==> src/design/olt_pkg.sv <==
// Types and constants shared by the ordered list table unit.
// No dependencies; imported by the controller, datapath and top level.
`timescale 1ns / 1ps

package olt_pkg;

  localparam int unsigned KIND_W = 3;
  localparam int unsigned VAL_W  = 32;
  localparam int unsigned STAT_W = 2;
  localparam int unsigned CNT_W  = 7;
  localparam int unsigned OUT_W  = 16;  // found, position, length, zero pad

  // request kinds
  localparam logic [KIND_W-1:0] KIND_APPEND  = 3'd0;
  localparam logic [KIND_W-1:0] KIND_DELETE  = 3'd1;
  localparam logic [KIND_W-1:0] KIND_REVERSE = 3'd2;
  localparam logic [KIND_W-1:0] KIND_SEARCH  = 3'd3;
  localparam logic [KIND_W-1:0] KIND_COUNT   = 3'd4;

  typedef enum logic [STAT_W-1:0] {
    ST_OK        = 2'd0,
    ST_NOT_FOUND = 2'd1,
    ST_EMPTY     = 2'd2,
    ST_FULL      = 2'd3
  } status_e;

  typedef enum logic [1:0] {
    RD_PTR,
    RD_LO,
    RD_HI,
    RD_LO_NEXT
  } rd_sel_e;

  typedef enum logic [2:0] {
    WR_NONE,
    WR_APPEND,
    WR_SHIFT,
    WR_LO,
    WR_HI
  } wr_sel_e;

  typedef struct packed {
    logic    start;      // capture request, reset pointers
    logic    issue;      // advance the scan read pipeline
    rd_sel_e rd_sel;
    wr_sel_e wr_sel;
    logic    tmp_load;
    logic    len_inc;
    logic    len_dec;
    logic    rev_step;
    logic    res_load;
    status_e res_status;
    logic    res_found;
    logic    out_load;
  } olt_cmd_t;

  typedef struct packed {
    logic hit;       // returned entry equals the operand
    logic drained;   // scan has passed the tail with nothing in flight
    logic full;
    logic empty;
    logic multi;     // more than one entry
    logic rev_more;  // another swap pair remains
  } olt_sts_t;

endpackage

==> src/design/olt_ram.sv <==
// Generic single-write, single-read RAM with registered read data.
// No dependencies.
`timescale 1ns / 1ps

module olt_ram #(
  parameter int unsigned WIDTH = 32,
  parameter int unsigned DEPTH = 64
) (
  input  logic                     clk_i,
  input  logic                     we_i,
  input  logic [$clog2(DEPTH)-1:0] waddr_i,
  input  logic [WIDTH-1:0]         wdata_i,
  input  logic [$clog2(DEPTH)-1:0] raddr_i,
  output logic [WIDTH-1:0]         rdata_o
);

  logic [WIDTH-1:0] mem_q [DEPTH];
  logic [WIDTH-1:0] rdata_q;

  always_ff @(posedge clk_i) begin
    if (we_i) begin
      mem_q[waddr_i] <= wdata_i;
    end
    rdata_q <= mem_q[raddr_i];
  end

  assign rdata_o = rdata_q;

endmodule

==> src/design/olt_ctrl.sv <==
// Sequencing state machine of the ordered list table unit.
// Depends on olt_pkg; drives olt_datapath through olt_cmd_t / olt_sts_t.
`timescale 1ns / 1ps

module olt_ctrl
  import olt_pkg::*;
(
  input  logic              clk_i,
  input  logic              rst_ni,
  input  logic              in_valid_i,
  output logic              in_ready_o,
  input  logic [KIND_W-1:0] in_kind_i,
  output logic              out_valid_o,
  input  logic              out_ready_i,
  input  olt_sts_t          sts_i,
  output olt_cmd_t          cmd_o
);

  typedef enum logic [3:0] {
    S_IDLE,
    S_APPEND,
    S_DEL_SCAN,
    S_DEL_SHIFT,
    S_SRCH_SCAN,
    S_REV_RD_LO,
    S_REV_RD_HI,
    S_REV_WR_LO,
    S_REV_WR_HI,
    S_NOP,
    S_RESP
  } state_e;

  state_e   state_q, state_d;
  logic     out_valid_q, out_valid_d;
  olt_cmd_t cmd;

  always_comb begin
    state_d     = state_q;
    out_valid_d = out_valid_q && !out_ready_i;
    cmd         = '0;
    cmd.rd_sel  = RD_PTR;
    cmd.wr_sel  = WR_NONE;
    cmd.res_status = ST_OK;

    case (state_q)
      S_IDLE: begin
        if (in_valid_i) begin
          cmd.start = 1'b1;
          case (in_kind_i)
            KIND_APPEND:  state_d = S_APPEND;
            KIND_DELETE:  state_d = S_DEL_SCAN;
            KIND_REVERSE: state_d = sts_i.multi ? S_REV_RD_LO : S_NOP;
            KIND_SEARCH:  state_d = S_SRCH_SCAN;
            default:      state_d = S_NOP;  // count and unused kinds
          endcase
        end
      end
      S_APPEND: begin
        cmd.res_load = 1'b1;
        if (sts_i.full) begin
          cmd.res_status = ST_FULL;
        end else begin
          cmd.wr_sel  = WR_APPEND;
          cmd.len_inc = 1'b1;
        end
        state_d = S_RESP;
      end
      S_DEL_SCAN: begin
        cmd.issue = 1'b1;
        if (sts_i.hit) begin
          state_d = S_DEL_SHIFT;
        end else if (sts_i.drained) begin
          cmd.res_load   = 1'b1;
          cmd.res_status = sts_i.empty ? ST_EMPTY : ST_NOT_FOUND;
          state_d        = S_RESP;
        end
      end
      S_DEL_SHIFT: begin
        cmd.issue  = 1'b1;
        cmd.wr_sel = WR_SHIFT;
        if (sts_i.drained) begin
          cmd.len_dec  = 1'b1;
          cmd.res_load = 1'b1;
          state_d      = S_RESP;
        end
      end
      S_SRCH_SCAN: begin
        cmd.issue = 1'b1;
        if (sts_i.hit) begin
          cmd.res_load  = 1'b1;
          cmd.res_found = 1'b1;
          state_d       = S_RESP;
        end else if (sts_i.drained) begin
          cmd.res_load   = 1'b1;
          cmd.res_status = ST_NOT_FOUND;
          state_d        = S_RESP;
        end
      end
      S_REV_RD_LO: begin
        cmd.rd_sel = RD_LO;
        state_d    = S_REV_RD_HI;
      end
      S_REV_RD_HI: begin
        cmd.rd_sel   = RD_HI;
        cmd.tmp_load = 1'b1;
        state_d      = S_REV_WR_LO;
      end
      S_REV_WR_LO: begin
        cmd.wr_sel = WR_LO;
        state_d    = S_REV_WR_HI;
      end
      S_REV_WR_HI: begin
        cmd.wr_sel   = WR_HI;
        cmd.rd_sel   = RD_LO_NEXT;
        cmd.rev_step = 1'b1;
        if (sts_i.rev_more) begin
          state_d = S_REV_RD_HI;
        end else begin
          cmd.res_load = 1'b1;
          state_d      = S_RESP;
        end
      end
      S_NOP: begin
        cmd.res_load = 1'b1;
        state_d      = S_RESP;
      end
      S_RESP: begin
        if (!out_valid_q || out_ready_i) begin
          cmd.out_load = 1'b1;
          out_valid_d  = 1'b1;
          state_d      = S_IDLE;
        end
      end
      default: state_d = S_IDLE;
    endcase
  end

  always_ff @(posedge clk_i or negedge rst_ni) begin
    if (!rst_ni) begin
      state_q     <= S_IDLE;
      out_valid_q <= 1'b0;
    end else begin
      state_q     <= state_d;
      out_valid_q <= out_valid_d;
    end
  end

  assign in_ready_o  = (state_q == S_IDLE);
  assign out_valid_o = out_valid_q;
  assign cmd_o       = cmd;

endmodule

==> src/design/olt_datapath.sv <==
// Datapath of the ordered list table unit: entry RAM, length, scan and
// swap pointers, result staging and output registers. Depends on olt_pkg, olt_ram.
`timescale 1ns / 1ps

module olt_datapath
  import olt_pkg::*;
#(
  parameter int unsigned CAPACITY = 64
) (
  input  logic             clk_i,
  input  logic             rst_ni,
  input  logic [VAL_W-1:0] in_value_i,
  input  olt_cmd_t         cmd_i,
  output olt_sts_t         sts_o,
  output status_e          out_status_o,
  output logic             out_found_o,
  output logic [CNT_W-1:0] out_position_o,
  output logic [CNT_W-1:0] out_length_o
);

  localparam int unsigned AW = $clog2(CAPACITY);
  localparam int unsigned LW = $clog2(CAPACITY + 1);

  logic [VAL_W-1:0] value_q;
  logic [LW-1:0]    len_q, len_d;
  logic [LW-1:0]    ptr_q;
  logic             rd_vld_q;
  logic [AW-1:0]    rd_idx_q;
  logic [AW-1:0]    lo_q, hi_q;
  logic [VAL_W-1:0] tmp_q;

  status_e          res_status_q;
  logic             res_found_q;
  logic [CNT_W-1:0] res_pos_q, res_len_q;
  status_e          out_status_q;
  logic             out_found_q;
  logic [CNT_W-1:0] out_pos_q, out_len_q;

  logic             ram_we;
  logic [AW-1:0]    ram_waddr, ram_raddr;
  logic [VAL_W-1:0] ram_wdata, ram_rdata;
  logic             ptr_live;

  olt_ram #(
    .WIDTH(VAL_W),
    .DEPTH(CAPACITY)
  ) u_ram (
    .clk_i  (clk_i),
    .we_i   (ram_we),
    .waddr_i(ram_waddr),
    .wdata_i(ram_wdata),
    .raddr_i(ram_raddr),
    .rdata_o(ram_rdata)
  );

  assign ptr_live = (ptr_q < len_q);

  always_comb begin
    case (cmd_i.rd_sel)
      RD_PTR:     ram_raddr = ptr_q[AW-1:0];
      RD_LO:      ram_raddr = lo_q;
      RD_HI:      ram_raddr = hi_q;
      RD_LO_NEXT: ram_raddr = lo_q + AW'(1);
      default:    ram_raddr = ptr_q[AW-1:0];
    endcase
  end

  always_comb begin
    ram_we    = 1'b0;
    ram_waddr = lo_q;
    ram_wdata = ram_rdata;
    case (cmd_i.wr_sel)
      WR_APPEND: begin
        ram_we    = 1'b1;
        ram_waddr = len_q[AW-1:0];
        ram_wdata = value_q;
      end
      WR_SHIFT: begin
        // entry returning from index i moves down to i-1
        ram_we    = rd_vld_q;
        ram_waddr = rd_idx_q - AW'(1);
      end
      WR_LO: begin
        ram_we = 1'b1;
      end
      WR_HI: begin
        ram_we    = 1'b1;
        ram_waddr = hi_q;
        ram_wdata = tmp_q;
      end
      default: ram_we = 1'b0;
    endcase
  end

  always_comb begin
    len_d = len_q;
    if (cmd_i.len_inc) begin
      len_d = len_q + LW'(1);
    end else if (cmd_i.len_dec) begin
      len_d = len_q - LW'(1);
    end
  end

  always_ff @(posedge clk_i or negedge rst_ni) begin
    if (!rst_ni) begin
      len_q    <= '0;
      rd_vld_q <= 1'b0;
    end else begin
      len_q <= len_d;
      if (cmd_i.start) begin
        rd_vld_q <= 1'b0;
      end else if (cmd_i.issue) begin
        rd_vld_q <= ptr_live;
      end
    end
  end

  always_ff @(posedge clk_i) begin
    if (cmd_i.start) begin
      value_q <= in_value_i;
      ptr_q   <= '0;
      lo_q    <= '0;
      hi_q    <= AW'(len_q - LW'(1));
    end else begin
      if (cmd_i.issue) begin
        rd_idx_q <= ptr_q[AW-1:0];
        if (ptr_live) begin
          ptr_q <= ptr_q + LW'(1);
        end
      end
      if (cmd_i.rev_step) begin
        lo_q <= lo_q + AW'(1);
        hi_q <= hi_q - AW'(1);
      end
    end
    if (cmd_i.tmp_load) begin
      tmp_q <= ram_rdata;
    end
    if (cmd_i.res_load) begin
      res_status_q <= cmd_i.res_status;
      res_found_q  <= cmd_i.res_found;
      res_pos_q    <= cmd_i.res_found ? CNT_W'(LW'(rd_idx_q) + LW'(1)) : '0;
      res_len_q    <= CNT_W'(len_d);
    end
    if (cmd_i.out_load) begin
      out_status_q <= res_status_q;
      out_found_q  <= res_found_q;
      out_pos_q    <= res_pos_q;
      out_len_q    <= res_len_q;
    end
  end

  always_comb begin
    sts_o.hit      = rd_vld_q && (ram_rdata == value_q);
    sts_o.drained  = !rd_vld_q && !ptr_live;
    sts_o.full     = (len_q == LW'(CAPACITY));
    sts_o.empty    = (len_q == '0);
    sts_o.multi    = (len_q > LW'(1));
    sts_o.rev_more = ((AW+1)'(lo_q) + (AW+1)'(2)) < (AW+1)'(hi_q);
  end

  assign out_status_o   = out_status_q;
  assign out_found_o    = out_found_q;
  assign out_position_o = out_pos_q;
  assign out_length_o   = out_len_q;

endmodule

==> src/design/ordered_list_table_unit.sv <==
// Top level of the ordered list table unit: stream ports, controller and datapath.
// Depends on olt_pkg, olt_ctrl, olt_datapath (and olt_ram below it).
`timescale 1ns / 1ps

// Channel   Dir  Handshake                     Payload
// s_axis    in   s_axis_tvalid/s_axis_tready   tuser: kind; tdata: value
// m_axis    out  m_axis_tvalid/m_axis_tready   tuser: status; tdata: found,
//                                              position, length
//
// One request at a time. Search and delete walk the entry RAM one word a cycle
// through its registered read port; a search hit ends the walk. Reverse swaps
// one pair at a time over the single read and write port.
// The result sits in an output register, so the next request is taken while
// it waits; a stalled m_axis holds only the result after that one.
// Reset clears length and control; the RAM is not cleared (only entries below
// the length are ever used).

module ordered_list_table_unit
  import olt_pkg::*;
#(
  parameter int unsigned CAPACITY = 64
) (
  input  logic              clk_i,
  input  logic              rst_ni,
  input  logic              s_axis_tvalid,
  output logic              s_axis_tready,
  input  logic [VAL_W-1:0]  s_axis_tdata,   // [31:0] value (signed)
  input  logic [KIND_W-1:0] s_axis_tuser,   // [2:0] kind
  output logic              m_axis_tvalid,
  input  logic              m_axis_tready,
  output logic [OUT_W-1:0]  m_axis_tdata,   // [0] found, [7:1] position,
                                            // [14:8] length, [15] zero
  output logic [STAT_W-1:0] m_axis_tuser    // [1:0] status
);

  olt_cmd_t         cmd;
  olt_sts_t         sts;
  status_e          out_status;
  logic             out_found;
  logic [CNT_W-1:0] out_position;
  logic [CNT_W-1:0] out_length;

  olt_ctrl u_ctrl (
    .clk_i      (clk_i),
    .rst_ni     (rst_ni),
    .in_valid_i (s_axis_tvalid),
    .in_ready_o (s_axis_tready),
    .in_kind_i  (s_axis_tuser),
    .out_valid_o(m_axis_tvalid),
    .out_ready_i(m_axis_tready),
    .sts_i      (sts),
    .cmd_o      (cmd)
  );

  olt_datapath #(
    .CAPACITY(CAPACITY)
  ) u_datapath (
    .clk_i         (clk_i),
    .rst_ni        (rst_ni),
    .in_value_i    (s_axis_tdata),
    .cmd_i         (cmd),
    .sts_o         (sts),
    .out_status_o  (out_status),
    .out_found_o   (out_found),
    .out_position_o(out_position),
    .out_length_o  (out_length)
  );

  assign m_axis_tuser = out_status;
  assign m_axis_tdata = {1'b0, out_length, out_position, out_found};

  // one request in flight: an accept is never followed directly by another
  a_one_at_a_time: assert property (@(posedge clk_i) disable iff (!rst_ni)
    s_axis_tvalid && s_axis_tready |=> !s_axis_tready)
    else $error("request accepted while another is in progress");

  // a found result always carries a non-zero position and the reverse
  a_found_pos: assert property (@(posedge clk_i) disable iff (!rst_ni)
    m_axis_tvalid |-> (m_axis_tdata[0] == (m_axis_tdata[7:1] != '0)))
    else $error("found flag and position disagree");

  // a hit is always reported with status ok
  a_found_ok: assert property (@(posedge clk_i) disable iff (!rst_ni)
    m_axis_tvalid && m_axis_tdata[0] |-> m_axis_tuser == ST_OK)
    else $error("found result with non-ok status");

  // full status only when the list holds exactly CAPACITY entries
  a_full_len: assert property (@(posedge clk_i) disable iff (!rst_ni)
    m_axis_tvalid && (m_axis_tuser == ST_FULL) |-> m_axis_tdata[14:8] == CNT_W'(CAPACITY))
    else $error("full status with wrong length");

endmodule

==> config.mk <==
export PLATFORM = sky130hd
export DESIGN_NAME = ordered_list_table_unit
export DESIGN_NICKNAME = d
export VERILOG_FILES = /design/src/design/olt_pkg.sv /design/src/design/olt_ram.sv /design/src/design/olt_ctrl.sv /design/src/design/olt_datapath.sv /design/src/design/ordered_list_table_unit.sv
export SDC_FILE = /design/constraint.sdc
export NUM_CORES = 2
export LEC_CHECK = 0
export BUFFER_PORTS_ARGS = -buffer_cell sky130_fd_sc_hd__buf_4
export CELL_PAD_IN_SITES_DETAIL_PLACEMENT = 1
export CELL_PAD_IN_SITES_GLOBAL_PLACEMENT = 1
export CORE_ASPECT_RATIO = 0.9
export CORE_MARGIN = 2
export CORE_UTILIZATION = 25
export CTS_BUF_LIST = sky130_fd_sc_hd__clkbuf_4 sky130_fd_sc_hd__clkbuf_8
export DETAILED_ROUTE_END_ITERATION = 8
export GPL_ROUTABILITY_DRIVEN = 0
export PLACE_DENSITY = 0.44
export RECOVER_POWER = 50
export SKIP_CTS_REPAIR_TIMING = 1
export SLEW_MARGIN = 40
export SYNTH_ARGS = -nofsm -noshare
export SYNTH_HDL_FRONTEND = slang
export SYNTH_SLANG_ARGS = --single-unit
==> constraint.sdc <==
create_clock -name clk_i -period 10.8 [get_ports clk_i]
set_clock_uncertainty 0.15 [all_clocks]
set_input_delay 0.54 -clock clk_i [delete_from_list [all_inputs] [get_ports clk_i]]
set_output_delay 0.54 -clock clk_i [all_outputs]
set_load 0.01 [all_outputs]
==> metrics.txt <==
outcome finished, violations left; failing checks max-capacitance violations, max-slew violations; Total Neg Setup Slack 0 ps; library cell appearing most often on the critical path sky130_fd_sc_hd__clkbuf_1; reported max-cap violation count 20; count of mapped cells out of synthesis 4,766; commonest cells after routing, fill and taps aside 2,158 x sky130_fd_sc_hd__edfxtp_1, 1,029 x sky130_fd_sc_hd__mux2i_1, 422 x sky130_fd_sc_hd__clkbuf_8, 265 x sky130_fd_sc_hd__o22ai_1, 154 x sky130_fd_sc_hd__clkbuf_4; destination of the worst hold path u_ctrl.state_q[0]$_DFFE_PN0P_; worst slew pin tran 3570 ps; Design Power 0.0309 W; Tmin final 8040 ps; I/O Pins 59; path type of the worst min-delay path in -> reg; DP HPWL 163 mm; Clk pin slew, worst setup/hold paths 70 ps; detail-routed via count per cell 4.68; number of distinct library cell variants in the gate-level netlist after synthesis 69; Clock Latency Late Sink 1020 ps; Data arrival, critical path 8230 ps; classification of the worst setup path reg -> reg; remaining global-route overflow 0; worst rel slew slack -1.38; number of cells traversed by the worst register-to-register path 7; flop and latch count out of synthesis 2,216; critical path's slowest cell sky130_fd_sc_hd__clkbuf_1; leakage component of the power 35.2 nW; placeable core region 0.344 mm²; most common cell after layout, fill and taps aside sky130_fd_sc_hd__edfxtp_1; EDFF count, synth 2,158; commonest register cell after synthesis sky130_fd_sc_hd__edfxtp_1; sort of element at the start of the critical path flop; delay of the slowest cell on the worst path 2050 ps; combinational power share 0.368; Post-layout nets 5,225; CTS tree yes; antenna-violating nets left 0; die span in x 624 µm; count of clock tree sinks 2,216; power spent charging and discharging nets 0.0119 W; Detailed Route Iter0 Violations 3,921; PwrDens 306 mW/mm²; ratio of final minimum period to clock period 0.744; DRC viols 0; Routed WL 287 mm; starting density of the core 0.251; initial antenna violation count 17; Clk network pwr share 0.248; Final Slew Violations 1,021; vias in the first global route 48,649; pin count of the biggest net entering global routing 109; Die Ht 562 µm; Mapped Area 0.0864 mm²; switching part of the total power 0.384; CP bufs+invs 3; VDD IR-drop max 285 µV; number of endpoints with negative hold slack in the final report 0; FILL cells 35,354; cell-by-cell trace of the critical path or2_2 -> a311oi_1 -> clkbuf_1 -> a22oi_1 -> nand2_2 -> clkbuf_1 -> clkbuf_1; maximum fanout along the worst path 51; die area 0.350 mm²; combined global-route utilization of all metal layers 0.160; dominant delay contributor by cell family on the critical path buffers and inverters; number of H-tree levels 5; Yosys warning total 0; Async SR Flop Fraction 0.00587; slack of the worst reg-to-reg path 2760 ps; input/output buffers 57; P&R area growth vs syn 17.2%; P_int 0.0191 W; count of vias placed by the detailed router 46,776; Worst Path Required 10,990 ps; startpoint of the most critical hold path s_axis_tuser[0]; total iterations of the first detailed-routing run 5; setup violation total in the final timing report 0; maximum operating frequency 0.124 GHz; Mapped Nets 4,826; Worst Setup End Kind flop; fraction of the yosys area taken by sequential cells 0.765; unrepaired setup endpoints after global routing false; CTS Buf Count 387; largest buffer count on any clock path 4; portion of total power attributed to sequential cells 0.385; startpoint of the worst register-to-register path u_ctrl.state_q[2]$_DFFE_PN0P_; Post-Synthesis Mean Instance Area 18.1 µm²; Core Rows 204; Min-Delay Path Depth 6; layout cell share with drive strength beyond 1 0.173; Crit Reg-Reg Endpoint u_datapath.u_ram.mem_q[33][17]$_DFFE_PP_; global-route wire length before repair 397 mm; Wirelength per Cell 28.7 µm; Root Buffer sky130_fd_sc_hd__clkbuf_8
## metal layers
layer	up-vias	part of all wire	track usage
li1	20201	-	-
met1	25046	0.47	0.226
met2	1135	0.46	0.259
met3	392	0.046	0.0222
met4	2	0.022	0.0363
met5	-	0.000045	0
## synthesized netlist by cell type, types with 15 or more instances
library cell               count  area (µm²)
sky130_fd_sc_hd__o22ai_1     265        1660
sky130_fd_sc_hd__a22oi_1      35         263
sky130_fd_sc_hd__edfxtp_1   2158       64800
sky130_fd_sc_hd__o21ai_0      23         115
sky130_fd_sc_hd__nand3_1      20         100
sky130_fd_sc_hd__nor2_1      119         447
sky130_fd_sc_hd__buf_6        47         529
sky130_fd_sc_hd__buf_2       110         551
sky130_fd_sc_hd__nand4_1      42         263
sky130_fd_sc_hd__mux2i_1    1029       10300
sky130_fd_sc_hd__o22a_1      128        1120
sky130_fd_sc_hd__buf_4        42         315
sky130_fd_sc_hd__ha_1         21         263
sky130_fd_sc_hd__inv_1        24        90.1
sky130_fd_sc_hd__xor2_1       43         377
sky130_fd_sc_hd__o221ai_1    128        1120
sky130_fd_sc_hd__clkbuf_1     66         248
sky130_fd_sc_hd__nand2_1     110         413
sky130_fd_sc_hd__o31ai_1     129         968
sky130_fd_sc_hd__buf_1        15        56.3
sky130_fd_sc_hd__xnor2_1      25         219
sky130_fd_sc_hd__dfxtp_1      45         901
## kinds of logic (layout without fill, tap and decap cells)
logic type,after synthesis,in the layout,synth area share
flops,2216,2216,0.765
compound gates,769,769,0.0662
xor+xnor,68,68,0.00690
other cells,1,5,0.0000434
fa+ha+maj,21,21,0.00304
simple gates,357,357,0.0192
mux,1029,1029,0.119
buf+inv,305,1007,0.0208
## flip-flops by register name, summed over array words and instances, names as in the netlist, 32 cells and up
register / flops
u_datapath.u_ram.mem_q: 2048
u_datapath.tmp_q: 32
u_datapath.u_ram.rdata_o: 32
u_datapath.value_q: 32
## tightest hold or removal path, stage by stage
cell and delay (ps):
sky130_fd_sc_hd__buf_4 80, sky130_fd_sc_hd__inv_1 120, sky130_fd_sc_hd__o21ai_0 190, sky130_fd_sc_hd__nand2_1 60, sky130_fd_sc_hd__a21oi_1 150, sky130_fd_sc_hd__nor2_1 60
## stage by stage
stage          hold WS, ps  utilization  instances  area, µm²  setup slack (ps)
5_1_grt               71.4        0.295      10001     101000              2440
3_5_place_dp           256        0.272       9263      93400              5170
6_report               122        0.295      10004     101000              2760
2_1_floorplan         94.4            -       4766      86400              6500
3_3_place_gp           255        0.271       9252      93000              4580
4_1_cts               -813        0.294       9955     101000              5160
## worst max path at each step
| stage | to | startpoint | depth (start not counted) |
|---|---|---|---|
| after global routing | u_datapath.u_ram.mem_q[32][17]$_DFFE_PP_ | u_ctrl.state_q[0]$_DFFE_PN0P_ | 7 |
| after CTS | u_datapath.u_ram.rdata_o[14]$_DFF_P_ | u_ctrl.state_q[2]$_DFFE_PN0P_ | 11 |
| after detailed placement | u_datapath.u_ram.rdata_o[3]$_DFF_P_ | u_ctrl.state_q[2]$_DFFE_PN0P_ | 11 |
| after global placement | u_datapath.u_ram.rdata_o[27]$_DFF_P_ | u_ctrl.state_q[2]$_DFFE_PN0P_ | 10 |
| after floorplan | u_datapath.u_ram.mem_q[0][0]$_DFFE_PP_ | u_datapath.len_q[0]$_DFF_PN0_ | 11 |
| final | u_datapath.u_ram.mem_q[33][17]$_DFFE_PP_ | u_ctrl.state_q[2]$_DFFE_PN0P_ | 7 |
## power by group through the flow
stage | clock [W] | combinational, W | sequential [W]
2_1_floorplan | 0 | 0.00685 | 0.0118
3_3_place_gp | 0 | 0.0113 | 0.0120
3_5_place_dp | 0 | 0.0115 | 0.0120
4_1_cts | 0.00790 | 0.0116 | 0.0118
5_1_grt | 0.00824 | 0.0121 | 0.0119
6_report | 0.00766 | 0.0114 | 0.0119
## cell type report
class	count	area, µm²	share of cell area
antenna	4	10.0	0.0000989
timing repair buffer	290	2400	0.0237
clock inverter	142	778	0.00769
clock buffer	550	6770	0.0669
inverter	25	93.8	0.000927
sequential	2216	66000	0.652
multi-input combinational	2245	19500	0.192
tap	4532	5670	0.0560
No activity file was read; power rests on OpenSTA's default activity.
